[src/rtl/core/assert_macros.svh]
// Assertion macros shared by the RTL of the comment stripper.
// Each macro takes a label, clock, active-low reset, property terms and a message.
`ifndef ASSERT_MACROS_SVH
`define ASSERT_MACROS_SVH

// The property must hold at every clock edge outside reset.
`define ASSERT_ALWAYS(lbl, clk, rst_n, prop, msg) \
  lbl: assert property (@(posedge clk) disable iff (!rst_n) (prop)) else $error(msg);

// The consequent must hold in the cycle after the antecedent.
`define ASSERT_NEXT(lbl, clk, rst_n, ante, cons, msg) \
  lbl: assert property (@(posedge clk) disable iff (!rst_n) (ante) |=> (cons)) else $error(msg);

`endif

[src/rtl/core/ccs_pkg.sv]
// Types and constants of the C comment stripper.
// No dependencies; used by the channel interfaces and the core.
`timescale 1ns / 1ps

package ccs_pkg;

  // Request operation codes.
  localparam logic [1:0] OpByte    = 2'd0;
  localparam logic [1:0] OpIdent   = 2'd1;
  localparam logic [1:0] OpNewFile = 2'd2;

  // Character codes the lexer reacts to.
  localparam logic [7:0] ChNewline   = 8'h0A;
  localparam logic [7:0] ChReturn    = 8'h0D;
  localparam logic [7:0] ChSlash     = 8'h2F;
  localparam logic [7:0] ChStar      = 8'h2A;
  localparam logic [7:0] ChBackslash = 8'h5C;
  localparam logic [7:0] ChQuote     = 8'h27;
  localparam logic [7:0] ChDquote    = 8'h22;
  localparam logic [7:0] ChSpace     = 8'h20;
  localparam logic [7:0] ChTab       = 8'h09;
  localparam logic [7:0] ChFormFeed  = 8'h0C;

  // Result queue geometry.
  localparam int unsigned FifoDepth = 4;
  localparam int unsigned FifoAw    = 2;

  // Input request payload.
  typedef struct packed {
    logic [1:0] operation;
    logic [7:0] char_in;
    logic       tab_pick;
  } ccs_in_t;

  // Output result payload.
  typedef struct packed {
    logic [7:0] out_char;
    logic       last_of_run;
  } ccs_out_t;

endpackage

[src/rtl/core/ccs_in_if.sv]
// Valid/ready channel that carries source requests into the stripper.
// Depends on ccs_pkg for the payload type.
`timescale 1ns / 1ps

interface ccs_in_if;
  logic              valid;
  logic              ready;
  ccs_pkg::ccs_in_t  data;

  modport source (output valid, output data, input ready);
  modport sink   (input valid, input data, output ready);
endinterface

[src/rtl/core/ccs_out_if.sv]
// Valid/ready channel that carries stripped output bytes.
// Depends on ccs_pkg for the payload type.
`timescale 1ns / 1ps

interface ccs_out_if;
  logic              valid;
  logic              ready;
  ccs_pkg::ccs_out_t data;

  modport source (output valid, output data, input ready);
  modport sink   (input valid, input data, output ready);
endinterface

[src/rtl/core/c_comment_stripper_core.sv]
// C comment stripper core: lexer state machine and result queue.
// Depends on ccs_pkg, ccs_in_if, ccs_out_if and assert_macros.svh.
`timescale 1ns / 1ps

// The block takes one request per cycle while the queue has room. Each
// accepted request waits in an input register until the queue has room,
// then passes through the lexer into a four-entry result queue; the first
// byte it causes can leave in the cycle after it is written. A request can
// yield two bytes (a held slash released by an ordinary byte), so the input
// register moves on only while the queue has two free entries, and a long
// run of such requests is held back by the output. Requests that yield
// nothing (comment bodies, carriage returns, repeated blanks) add no entry.
// A new-file request clears the lexer state; reset needs no clearing pass.

`include "assert_macros.svh"

module c_comment_stripper_core (
  input  logic clk_i,
  input  logic rst_ni,
  ccs_in_if.sink    req_i,
  ccs_out_if.source rsp_o
);

  typedef enum logic [3:0] {
    LEX_NORMAL     = 4'd0,
    LEX_CHAR       = 4'd1,
    LEX_STRING     = 4'd2,
    LEX_CHAR_ESC   = 4'd3,
    LEX_STR_ESC    = 4'd4,
    LEX_SLASH      = 4'd5,
    LEX_LINE_CMT   = 4'd6,
    LEX_BLOCK_CMT  = 4'd7,
    LEX_BLOCK_STAR = 4'd8
  } lex_e;

  localparam int unsigned FifoCw = ccs_pkg::FifoAw + 1;
  localparam logic [FifoCw-1:0] AdvanceLimit = FifoCw'(ccs_pkg::FifoDepth - 2);

  // Input register.
  logic              stage_v_q;
  ccs_pkg::ccs_in_t  stage_q;

  // Lexer state.
  lex_e lex_q, lex_d;
  logic sep_q, sep_d;

  // Result queue.
  ccs_pkg::ccs_out_t           fifo_q [ccs_pkg::FifoDepth];
  logic [ccs_pkg::FifoAw-1:0]  wr_q, rd_q, wr_nxt;
  logic [FifoCw-1:0]           cnt_q;

  logic       advance, pop;
  logic [1:0] n_res;
  logic [7:0] ch0, ch1, sep_ch, c;

  // The staged request moves on when the queue can take two results.
  assign advance   = stage_v_q && (cnt_q <= AdvanceLimit);
  assign req_i.ready = !stage_v_q || advance;
  assign pop       = rsp_o.valid && rsp_o.ready;
  assign wr_nxt    = wr_q + 1'b1;

  assign rsp_o.valid = (cnt_q != '0);
  assign rsp_o.data  = fifo_q[rd_q];

  assign c      = stage_q.char_in;
  assign sep_ch = stage_q.tab_pick ? ccs_pkg::ChTab : ccs_pkg::ChSpace;

  // Lexer: next state and up to two output bytes for the staged request.
  always_comb begin
    lex_d = lex_q;
    sep_d = sep_q;
    n_res = 2'd0;
    ch0   = c;
    ch1   = c;
    case (stage_q.operation)
      ccs_pkg::OpNewFile: begin
        lex_d = LEX_NORMAL;
        sep_d = 1'b0;
      end
      ccs_pkg::OpIdent: begin
        if (lex_q == LEX_SLASH) begin
          ch0   = ccs_pkg::ChSlash;
          n_res = 2'd1;
          lex_d = LEX_NORMAL;
        end
        sep_d = 1'b0;
      end
      ccs_pkg::OpByte: begin
        case (lex_q)
          LEX_CHAR: begin
            if (c == ccs_pkg::ChQuote) begin
              lex_d = LEX_NORMAL;
            end else if (c == ccs_pkg::ChBackslash) begin
              lex_d = LEX_CHAR_ESC;
            end
            n_res = 2'd1;
          end
          LEX_STRING: begin
            if (c == ccs_pkg::ChDquote) begin
              lex_d = LEX_NORMAL;
            end else if (c == ccs_pkg::ChBackslash) begin
              lex_d = LEX_STR_ESC;
            end
            n_res = 2'd1;
          end
          LEX_CHAR_ESC: begin
            lex_d = LEX_CHAR;
            n_res = 2'd1;
          end
          LEX_STR_ESC: begin
            lex_d = LEX_STRING;
            n_res = 2'd1;
          end
          LEX_SLASH: begin
            if (c == ccs_pkg::ChSlash || c == ccs_pkg::ChStar) begin
              lex_d = (c == ccs_pkg::ChSlash) ? LEX_LINE_CMT : LEX_BLOCK_CMT;
              if (!sep_q) begin
                sep_d = 1'b1;
                ch0   = sep_ch;
                n_res = 2'd1;
              end
            end else begin
              // Held slash released, followed by the byte as it is.
              ch0   = ccs_pkg::ChSlash;
              ch1   = c;
              n_res = 2'd2;
              lex_d = LEX_NORMAL;
            end
          end
          LEX_LINE_CMT: begin
            if (c == ccs_pkg::ChNewline) begin
              lex_d = LEX_NORMAL;
              n_res = 2'd1;
            end
          end
          LEX_BLOCK_CMT: begin
            if (c == ccs_pkg::ChStar) begin
              lex_d = LEX_BLOCK_STAR;
            end
          end
          LEX_BLOCK_STAR: begin
            if (c == ccs_pkg::ChSlash) begin
              lex_d = LEX_NORMAL;
            end else if (c != ccs_pkg::ChStar) begin
              lex_d = LEX_BLOCK_CMT;
            end
          end
          default: begin
            // Normal code, and any unused state code.
            lex_d = LEX_NORMAL;
            if (c == ccs_pkg::ChNewline) begin
              n_res = 2'd1;
              sep_d = 1'b1;
            end else if (c == ccs_pkg::ChReturn) begin
              n_res = 2'd0;
            end else if (c == ccs_pkg::ChSpace || c == ccs_pkg::ChTab ||
                         c == ccs_pkg::ChFormFeed) begin
              if (!sep_q) begin
                sep_d = 1'b1;
                ch0   = sep_ch;
                n_res = 2'd1;
              end
            end else if (c == ccs_pkg::ChSlash) begin
              lex_d = LEX_SLASH;
              sep_d = 1'b0;
            end else begin
              if (c == ccs_pkg::ChQuote) begin
                lex_d = LEX_CHAR;
              end else if (c == ccs_pkg::ChDquote) begin
                lex_d = LEX_STRING;
              end
              n_res = 2'd1;
              sep_d = 1'b0;
            end
          end
        endcase
      end
      default: begin
        // Unused operation code: no effect.
      end
    endcase
  end

  // Input register, lexer state and queue pointers.
  always_ff @(posedge clk_i or negedge rst_ni) begin
    if (!rst_ni) begin
      stage_v_q <= 1'b0;
      lex_q     <= LEX_NORMAL;
      sep_q     <= 1'b0;
      wr_q      <= '0;
      rd_q      <= '0;
      cnt_q     <= '0;
    end else begin
      if (req_i.ready) begin
        stage_v_q <= req_i.valid;
      end
      if (advance) begin
        lex_q <= lex_d;
        sep_q <= sep_d;
        wr_q  <= wr_q + ccs_pkg::FifoAw'(n_res);
      end
      if (pop) begin
        rd_q <= rd_q + 1'b1;
      end
      cnt_q <= cnt_q + (advance ? FifoCw'(n_res) : '0) - FifoCw'(pop);
    end
  end

  // Payload registers: staged request and queue entries.
  always_ff @(posedge clk_i) begin
    if (req_i.valid && req_i.ready) begin
      stage_q <= req_i.data;
    end
    if (advance && n_res != 2'd0) begin
      fifo_q[wr_q].out_char    <= ch0;
      fifo_q[wr_q].last_of_run <= (n_res == 2'd1);
    end
    if (advance && n_res == 2'd2) begin
      fifo_q[wr_nxt].out_char    <= ch1;
      fifo_q[wr_nxt].last_of_run <= 1'b1;
    end
  end

  // Checks on the queue and the lexer.
  `ASSERT_ALWAYS(a_cnt_bound, clk_i, rst_ni, cnt_q <= FifoCw'(ccs_pkg::FifoDepth), "result queue overflow")
  `ASSERT_ALWAYS(a_run_closed, clk_i, rst_ni, cnt_q == '0 || fifo_q[wr_q - 1'b1].last_of_run, "queued run not closed")
  `ASSERT_NEXT(a_stage_hold, clk_i, rst_ni, stage_v_q && !advance, stage_v_q && $stable(stage_q), "staged request lost")
  `ASSERT_NEXT(a_new_file, clk_i, rst_ni, advance && stage_q.operation == ccs_pkg::OpNewFile, lex_q == LEX_NORMAL && !sep_q, "new file did not clear the lexer")

endmodule
[src/flat_wrapper.sv]
// flat-port wrapper written by rule: the top's interface ports become plain ports
module c_comment_stripper_core_flat 
  (clk_i, rst_ni, req_i_valid, req_i_data, req_i_ready, rsp_o_valid, rsp_o_data, rsp_o_ready);
  ccs_in_if req_i_i ();
  ccs_out_if rsp_o_i ();
  input  logic clk_i;
  input  logic rst_ni;
  input wire logic [$bits(req_i_i.valid)-1:0] req_i_valid;
  input wire logic [$bits(req_i_i.data)-1:0] req_i_data;
  output wire logic [$bits(req_i_i.ready)-1:0] req_i_ready;
  output wire logic [$bits(rsp_o_i.valid)-1:0] rsp_o_valid;
  output wire logic [$bits(rsp_o_i.data)-1:0] rsp_o_data;
  input wire logic [$bits(rsp_o_i.ready)-1:0] rsp_o_ready;
  assign req_i_i.valid = req_i_valid;
  assign req_i_i.data = req_i_data;
  assign req_i_ready = req_i_i.ready;
  assign rsp_o_valid = rsp_o_i.valid;
  assign rsp_o_data = rsp_o_i.data;
  assign rsp_o_i.ready = rsp_o_ready;
  c_comment_stripper_core u_core (.clk_i(clk_i), .rst_ni(rst_ni), .req_i(req_i_i), .rsp_o(rsp_o_i));
endmodule
[config.mk]
export PLATFORM = sky130hd
export DESIGN_NAME = c_comment_stripper_core_flat
export DESIGN_NICKNAME = d
export VERILOG_FILES = /design/src/rtl/core/ccs_pkg.sv /design/src/rtl/core/ccs_in_if.sv /design/src/rtl/core/ccs_out_if.sv /design/src/rtl/core/c_comment_stripper_core.sv /design/src/flat_wrapper.sv
export VERILOG_INCLUDE_DIRS = /design/src /design/src/rtl/core
export SDC_FILE = /design/constraint.sdc
export NUM_CORES = 1
export LEC_CHECK = 0
export BUFFER_PORTS_ARGS = -buffer_cell sky130_fd_sc_hd__buf_2
export CAP_MARGIN = 10
export CORE_MARGIN = 5
export CORE_UTILIZATION = 50
export DETAILED_ROUTE_END_ITERATION = 12
export GPL_ROUTABILITY_DRIVEN = 0
export HOLD_SLACK_MARGIN = 0.08
export PLACE_DENSITY = 0.67
export SKIP_CTS_REPAIR_TIMING = 1
export SYNTH_ARGS = -nofsm -noshare
export SYNTH_HDL_FRONTEND = slang
export SYNTH_SLANG_ARGS = --single-unit
[constraint.sdc]
create_clock -name clk_i -period 3.62 [get_ports clk_i]
set_input_delay 0.724 -clock clk_i [delete_from_list [all_inputs] [get_ports clk_i]]
set_output_delay 0.724 -clock clk_i [all_outputs]
set_load 0.05 [all_outputs]
# Word level (Yosys, flattened, before mapping)
# Memories as Yosys holds them, arrays and structs flattened.
# Cells that the tools add are included.
dict set report word_totals {
  reg_bits 24
  latch_bits 0
  ram_bits 36
  rom_bits 0
  input_bits 15
  output_inout_bits 11
  elab_cells 118
  memories 1
}
# memory words word_bits read_ports rd_clocked_by_memory_dff wr line
set mem_list {}
lappend mem_list {u_core.fifo_q 4 9 1 0 2 c_comment_stripper_core.sv:48} ;# ccs_pkg::ccs_out_t fifo_q [ccs_pkg::FifoDepth];
dict set report op_classes {
  addsub 5
  mul 0
  div_mod_pow 0
  n_lt_le_gt_ge 1
  n_eq_ne 32
  shift 0
  mux 49
  bitwise 0
  n_reduce_logical 21
}
# op count
set ops {}
lappend ops {{4-bit 2-to-1 mux} 15}
lappend ops {{8-bit 2-to-1 mux} 6}
lappend ops {{8-bit by 6-bit equality test with 1-bit output, second input constant} 5}
lappend ops {{8-bit by 4-bit equality test with 1-bit output, second input constant} 4}
lappend ops {{4-bit case mux with 8 select lines} 1}
lappend ops {{8-bit case mux with 2 select lines} 2}
lappend ops {{4-bit by 3-bit equality test with 1-bit output, second input constant} 4}
lappend ops {{4-bit by 2-bit inequality test with 1-bit output, second input constant} 4}
lappend ops {{1-bit 2-to-1 mux} 13}
lappend ops {{2-bit 2-to-1 mux} 6}
lappend ops {{4-bit case mux with 3 select lines} 1}
lappend ops {{4-bit by 2-bit equality test with 1-bit output, second input constant} 2}
lappend ops {{8-bit by 7-bit equality test with 1-bit output, second input constant} 1}
lappend ops {{8-bit by 6-bit inequality test with 1-bit output, second input constant} 1}
lappend ops {{2-bit case mux with 4 select lines} 1}
lappend ops {{8-bit AND reduction} 1}
lappend ops {{7-bit OR reduction} 1}
lappend ops {{6-bit 2-to-1 mux} 1}
lappend ops {{3-bit by 2-bit inequality test with 1-bit output, second input constant} 2}
lappend ops {{3-bit nonzero test} 2}
lappend ops {{1-bit logical AND} 5}
lappend ops {{5-bit AND reduction} 1}
lappend ops {{2-bit by 1-bit adder with 2-bit output, second input constant} 2}
lappend ops {{2-bit by 1-bit equality test with 1-bit output, second input constant} 2}
lappend ops {{other kinds (18)} 25}

# Longest topological paths before layout
dict set report depth {
  word_depth 12
  ltp_mapped 13
  mapped_depth_nobuf 11
}

# Worst setup path before layout
# No wires, ideal clock.
dict set report synth_timing {
  path_type {reg2reg}
  from {register u_core.stage_q (netlist bit u_core.c[4])}
  to {register u_core.cnt_q[2]}
  setup_time_ns 0.123
  arrival_time_ns 2.872
  required_time_ns 3.497
  slack_ns 0.626
  path_stages_with_launch 13
  path_buffers 2
  synth_period_minus_slack_ns 2.994
  cell_sequence {edfxtp_1 -> or4b_1 -> buf_2 -> nor4_2 -> a211oi_1 -> a211oi_4 -> buf_4 -> and2_1 -> ha_1 -> inv_1 -> fa_1 -> xor2_1 -> xnor2_1}
}
dict set report synth_between {
  elab_chain_cells 11
  elab_cells_between_ends 21
  classes_between {add/sub: 2; eq/ne: 7; mux: 9; reduce/logical: 3}
}
# element line
set synth_rtl {}
lappend synth_rtl {{from (decl)} c_comment_stripper_core.sv:41} ;# ccs_pkg::ccs_in_t stage_q;
lappend synth_rtl {{from (signal assigned)} c_comment_stripper_core.sv:212} ;# stage_q <= req_i.data;
lappend synth_rtl {{8-bit by 6-bit equality test with 1-bit output / 8-bit by 4-bit equality test with 1-bit output (equally long branches)} c_comment_stripper_core.sv:156} ;# end else if (c == ccs_pkg::ChSpace || c == ccs_pkg::ChTab ||
lappend synth_rtl {{1-bit logical OR (2 in series)} c_comment_stripper_core.sv:156}
lappend synth_rtl {{2-bit 2-to-1 mux} c_comment_stripper_core.sv:156}
lappend synth_rtl {{2-bit 2-to-1 mux} c_comment_stripper_core.sv:154} ;# end else if (c == ccs_pkg::ChReturn) begin
lappend synth_rtl {{2-bit 2-to-1 mux} c_comment_stripper_core.sv:151} ;# if (c == ccs_pkg::ChNewline) begin
lappend synth_rtl {{2-bit case mux with 4 select lines *} c_comment_stripper_core.sv:89} ;# case (lex_q)
lappend synth_rtl {{2-bit case mux with 2 select lines *} c_comment_stripper_core.sv:75} ;# case (stage_q.operation)
lappend synth_rtl {{2-bit 2-to-1 mux *} c_comment_stripper_core.sv:205} ;# cnt_q <= cnt_q + (advance ? FifoCw'(n_res) : '0) - FifoCw'(pop);
lappend synth_rtl {{3-bit adder *} c_comment_stripper_core.sv:205}
lappend synth_rtl {{3-bit by 1-bit subtractor with 3-bit output *} c_comment_stripper_core.sv:205}
lappend synth_rtl {{to (signal assigned)} c_comment_stripper_core.sv:205}
lappend synth_rtl {{to (decl)} c_comment_stripper_core.sv:50} ;# logic [FifoCw-1:0] cnt_q;
# Mark *: on every way between the ends. The rest lies on a longest branch, timed or not.
# A chain may end at the register's enable or synchronous reset.

# Worst setup path after layout
# Ends and elaborated chain as after synthesis.

==> metrics.csv <==
stage;metric;value;unit
die;design.portCount;26;
global_route;number_of_antenna_violations_at_the_first_check_in_global_routing;0;
finish;most-common-layout-cells;43 x nor2_1, 43 x edfxtp_1, 29 x nand2_1;
logic_synthesis;netlist_top_cells_area;edfxtp_1 35%, dfrtp_1 8.7%, mux4_2 5.4%;
route;detailroute.via_count;3103;
global_route;grt_util_all_layers;0.2147;
clock_network;cts-root-buf;clkbuf_8;
clock_network;cts_max_path_buffers;2;
die;floorplan.core_area;7253;um2
sta;relSlewSlack;0.5450;
clock_network;cts_tree;yes;
die;floorplan.die_area;9287;um2
die;core_rows;31;
worst_setup_path;path_max_fanout;10;
sta;rsz_0062_raised_after_global_routing;no;
clock_network;clock-sinks;60;
worst_setup_path;reg2reg_slack;0.33;ns
outcome;status;finished clean;
route;first_pass_iters;5;
route;via_per_inst;6.181;
power_and_ir_drop;powerDensity;685.7;nW/um2
global_route;grt_pass1_vias;2898;
sta;timing.final.crit_share;0.9080;
clock_network;clock_transition_at_the_register_clock_pins_on_the_worst_setup_and_hold_paths_after_cts;0.08;ns
logic_synthesis;mappedNetlistArea;3730;um2
logic_synthesis;warning_count_from_the_yosys_run;0;
route;remaining_drc_errors;0;
logic_synthesis;async_flop_share;0.2167;
finish;final_nets;421;
clock_network;cts_made_buffers;9;
job;max-cap-violations;0;
finish;antennaDiodeCount;0;
power_and_ir_drop;largest_vdd_supply_drop;0.2973;mV
sta;max_freq;0.3042;GHz
logic_synthesis;synth_fp_nets;393;
sta;final_report_setup_violation_count;0;
route;wl_per_cell;18.16;um
route;first_iter_violations;260;
global_route;wire_length_of_the_first_global_routing_pass;14.97;mm
sta;setup-tns-final;0;ns
worst_setup_path;timing.reg2reg.worst_path_depth;10;
logic_synthesis;post_synth.cell_area_avg;10.08;um2
clock_network;cts_max_level;3;
finish;drive_gt1_frac;0.1985;
worst_setup_path;timing_worst_setup_path_type;flop to flop;
worst_setup_path;capture_point_of_the_worst_reg_to_reg_path;u_core.cnt_q[2];
sta;holdWs;0.2545;ns
sta;drv_slew;0;
sta;minimum_clock_period;3.287;ns
worst_setup_path;cp-end-kind;flop;
power_and_ir_drop;totalPowerFinal;2865;uW
global_route;global_route.overflow_total;0;
place;place_inst;486;
logic_synthesis;synth_edf_count;43;
sta;worst_slew_pin_slew;0.6800;ns
logic_synthesis;ys.flop_type;edfxtp_1;
logic_synthesis;synth.yosys.seq_area_share;0.4549;
sta;timing_hold_violations_final;0;
die;floorplan.initialDensity;0.5142;
sta;finalClockSkew;0.01201;ns
logic_synthesis;syn_inst;370;
logic_synthesis;synthDominantCellAreaShare;0.3462;
route;detail-route-antenna-nets;0;
worst_setup_path;cpMaxStageDelayCell;or4b_1;
worst_setup_path;worstPathCellList;or4b_1, nor4_2, a211oi_1, a211oi_4, and2_1, ha_1, inv_1, fa_1, xor2_1, xnor2_1;
power_and_ir_drop;power.leakage;0.001524;uW
logic_synthesis;yosys.cell_types.count;70;
logic_synthesis;synth_top_cell_by_area;edfxtp_1;
worst_setup_path;critical_path.startpoint_type;flop;
finish;final-instance-count-excl-fill;502;
place;hpwlAfterDp;6.695;mm
place;count_of_input_and_output_buffers;25;
worst_setup_path;worst_ep_required_time;3.86;ns
clock_network;clkLatencyLatePin;0.35;ns
hold_path;min-delay-path-class;input pin to async pin;
finish;syn2layout_area_growth;12.01;%
global_route;grt_max_degree;22;
worst_setup_path;critPathMaxStageDelay;0.75;ns
worst_setup_path;cp.arrival;3.52;ns
worst_setup_path;r2r-start;u_core.c[4];
die;die_y;96.37;um
route;drt-total-wl;9.117;mm
die;die-width;96.37;um
logic_synthesis;synth_seq_cells;60;
-- per-stage QoR --
step,utilization,instance area [um2],worst slack [ns]
6_report,0.5760,4178,0.3329
5_1_grt,0.5760,4178,0.1971
4_1_cts,0.5760,4178,0.3659
3_5_place_dp,0.5522,4005,0.3761
3_3_place_gp,0.5522,4005,0.4695
2_1_floorplan,-,3730,0.6259
-- registers in the layout, summed over array words and instances (netlist names) --
name              count
u_core.sep_q          1
u_core.c              8
u_core.stage_q        3
u_core.rd_q           2
u_core.stage_v_q      1
u_core.cnt_q          3
u_core.lex_q          4
u_core.wr_q           2
u_core.fifo_q        36
-- per-layer routing --
metal / GRT usage / share of wire
met5: 0 / 0
met4: 0.08528 / 0.038
met3: 0.05035 / 0.081
met2: 0.3306 / 0.45
met1: 0.2936 / 0.43
-- worst max-delay path, delay by kind of cell (launching register included) --
kind,cells,cell delay [ns]
buf+inv,1,0.05
simple gates,3,1.27
compound gates,2,0.59
xor+xnor,2,0.28
fa+ha+maj,2,0.51
flops,1,0.47
-- area by class of cell --
cell class / instances / area (um2)
clock buffers: 9 / 123.9
well taps: 99 / 123.9
repair buffers: 42 / 252.7
clock inverters: 7 / 48.80
fillers: 612 / 3075
multi-input cells: 271 / 1879
inverters: 14 / 52.55
flip-flops and latches: 60 / 1697
-- cells in the mapped netlist (5+ instances only) --
cell,number
edfxtp_1,43
nor2_1,43
nand2_1,29
a21oi_1,21
clkbuf_1,18
o21ai_0,16
inv_1,14
dfrtp_1,13
a22oi_1,11
nand3_1,11
nor2b_1,11
mux4_2,9
and3_1,8
nand2b_1,8
ha_1,7
and2_1,6
nor3_1,6
a211oi_1,5
xor2_1,5
-- how the worst max path moves through the flow --
| stage | start | slack (ns) | to |
|---|---|---|---|
| floorplan | u_core.c[4] | 0.63 | u_core.cnt_q[2] |
| global placement | u_core.c[4] | 0.47 | u_core.cnt_q[2] |
| detailed placement | u_core.c[4] | 0.38 | u_core.cnt_q[2] |
| CTS | u_core.c[4] | 0.37 | u_core.cnt_q[2] |
| global route | u_core.c[4] | 0.20 | u_core.cnt_q[2] |
| finish | u_core.c[4] | 0.33 | u_core.cnt_q[2] |
-- where the power goes --
group          total (uW)  switching, uW  internal (uW)  leakage, uW
logic                1250            782            463     0.000829
registers            1080            199            879     0.000600
clock network         542            291            251    0.0000942
-- cells by family (layout without fill, tap and decap cells) --
kind of cell               after synthesis  in the layout  synth area share
DFF                                     60             60            0.4549
adders and majority gates                8              8           0.02885
AOI/OAI and AO/OA                       90             90            0.1728
xor gates and xnor gates                 9              9           0.02113
muxes                                   14             14           0.06843
buffers and inverters                   39             72           0.04126
and+or+nand+nor                        150            150            0.2127
Note: power is estimated with default switching activity, not from simulation.
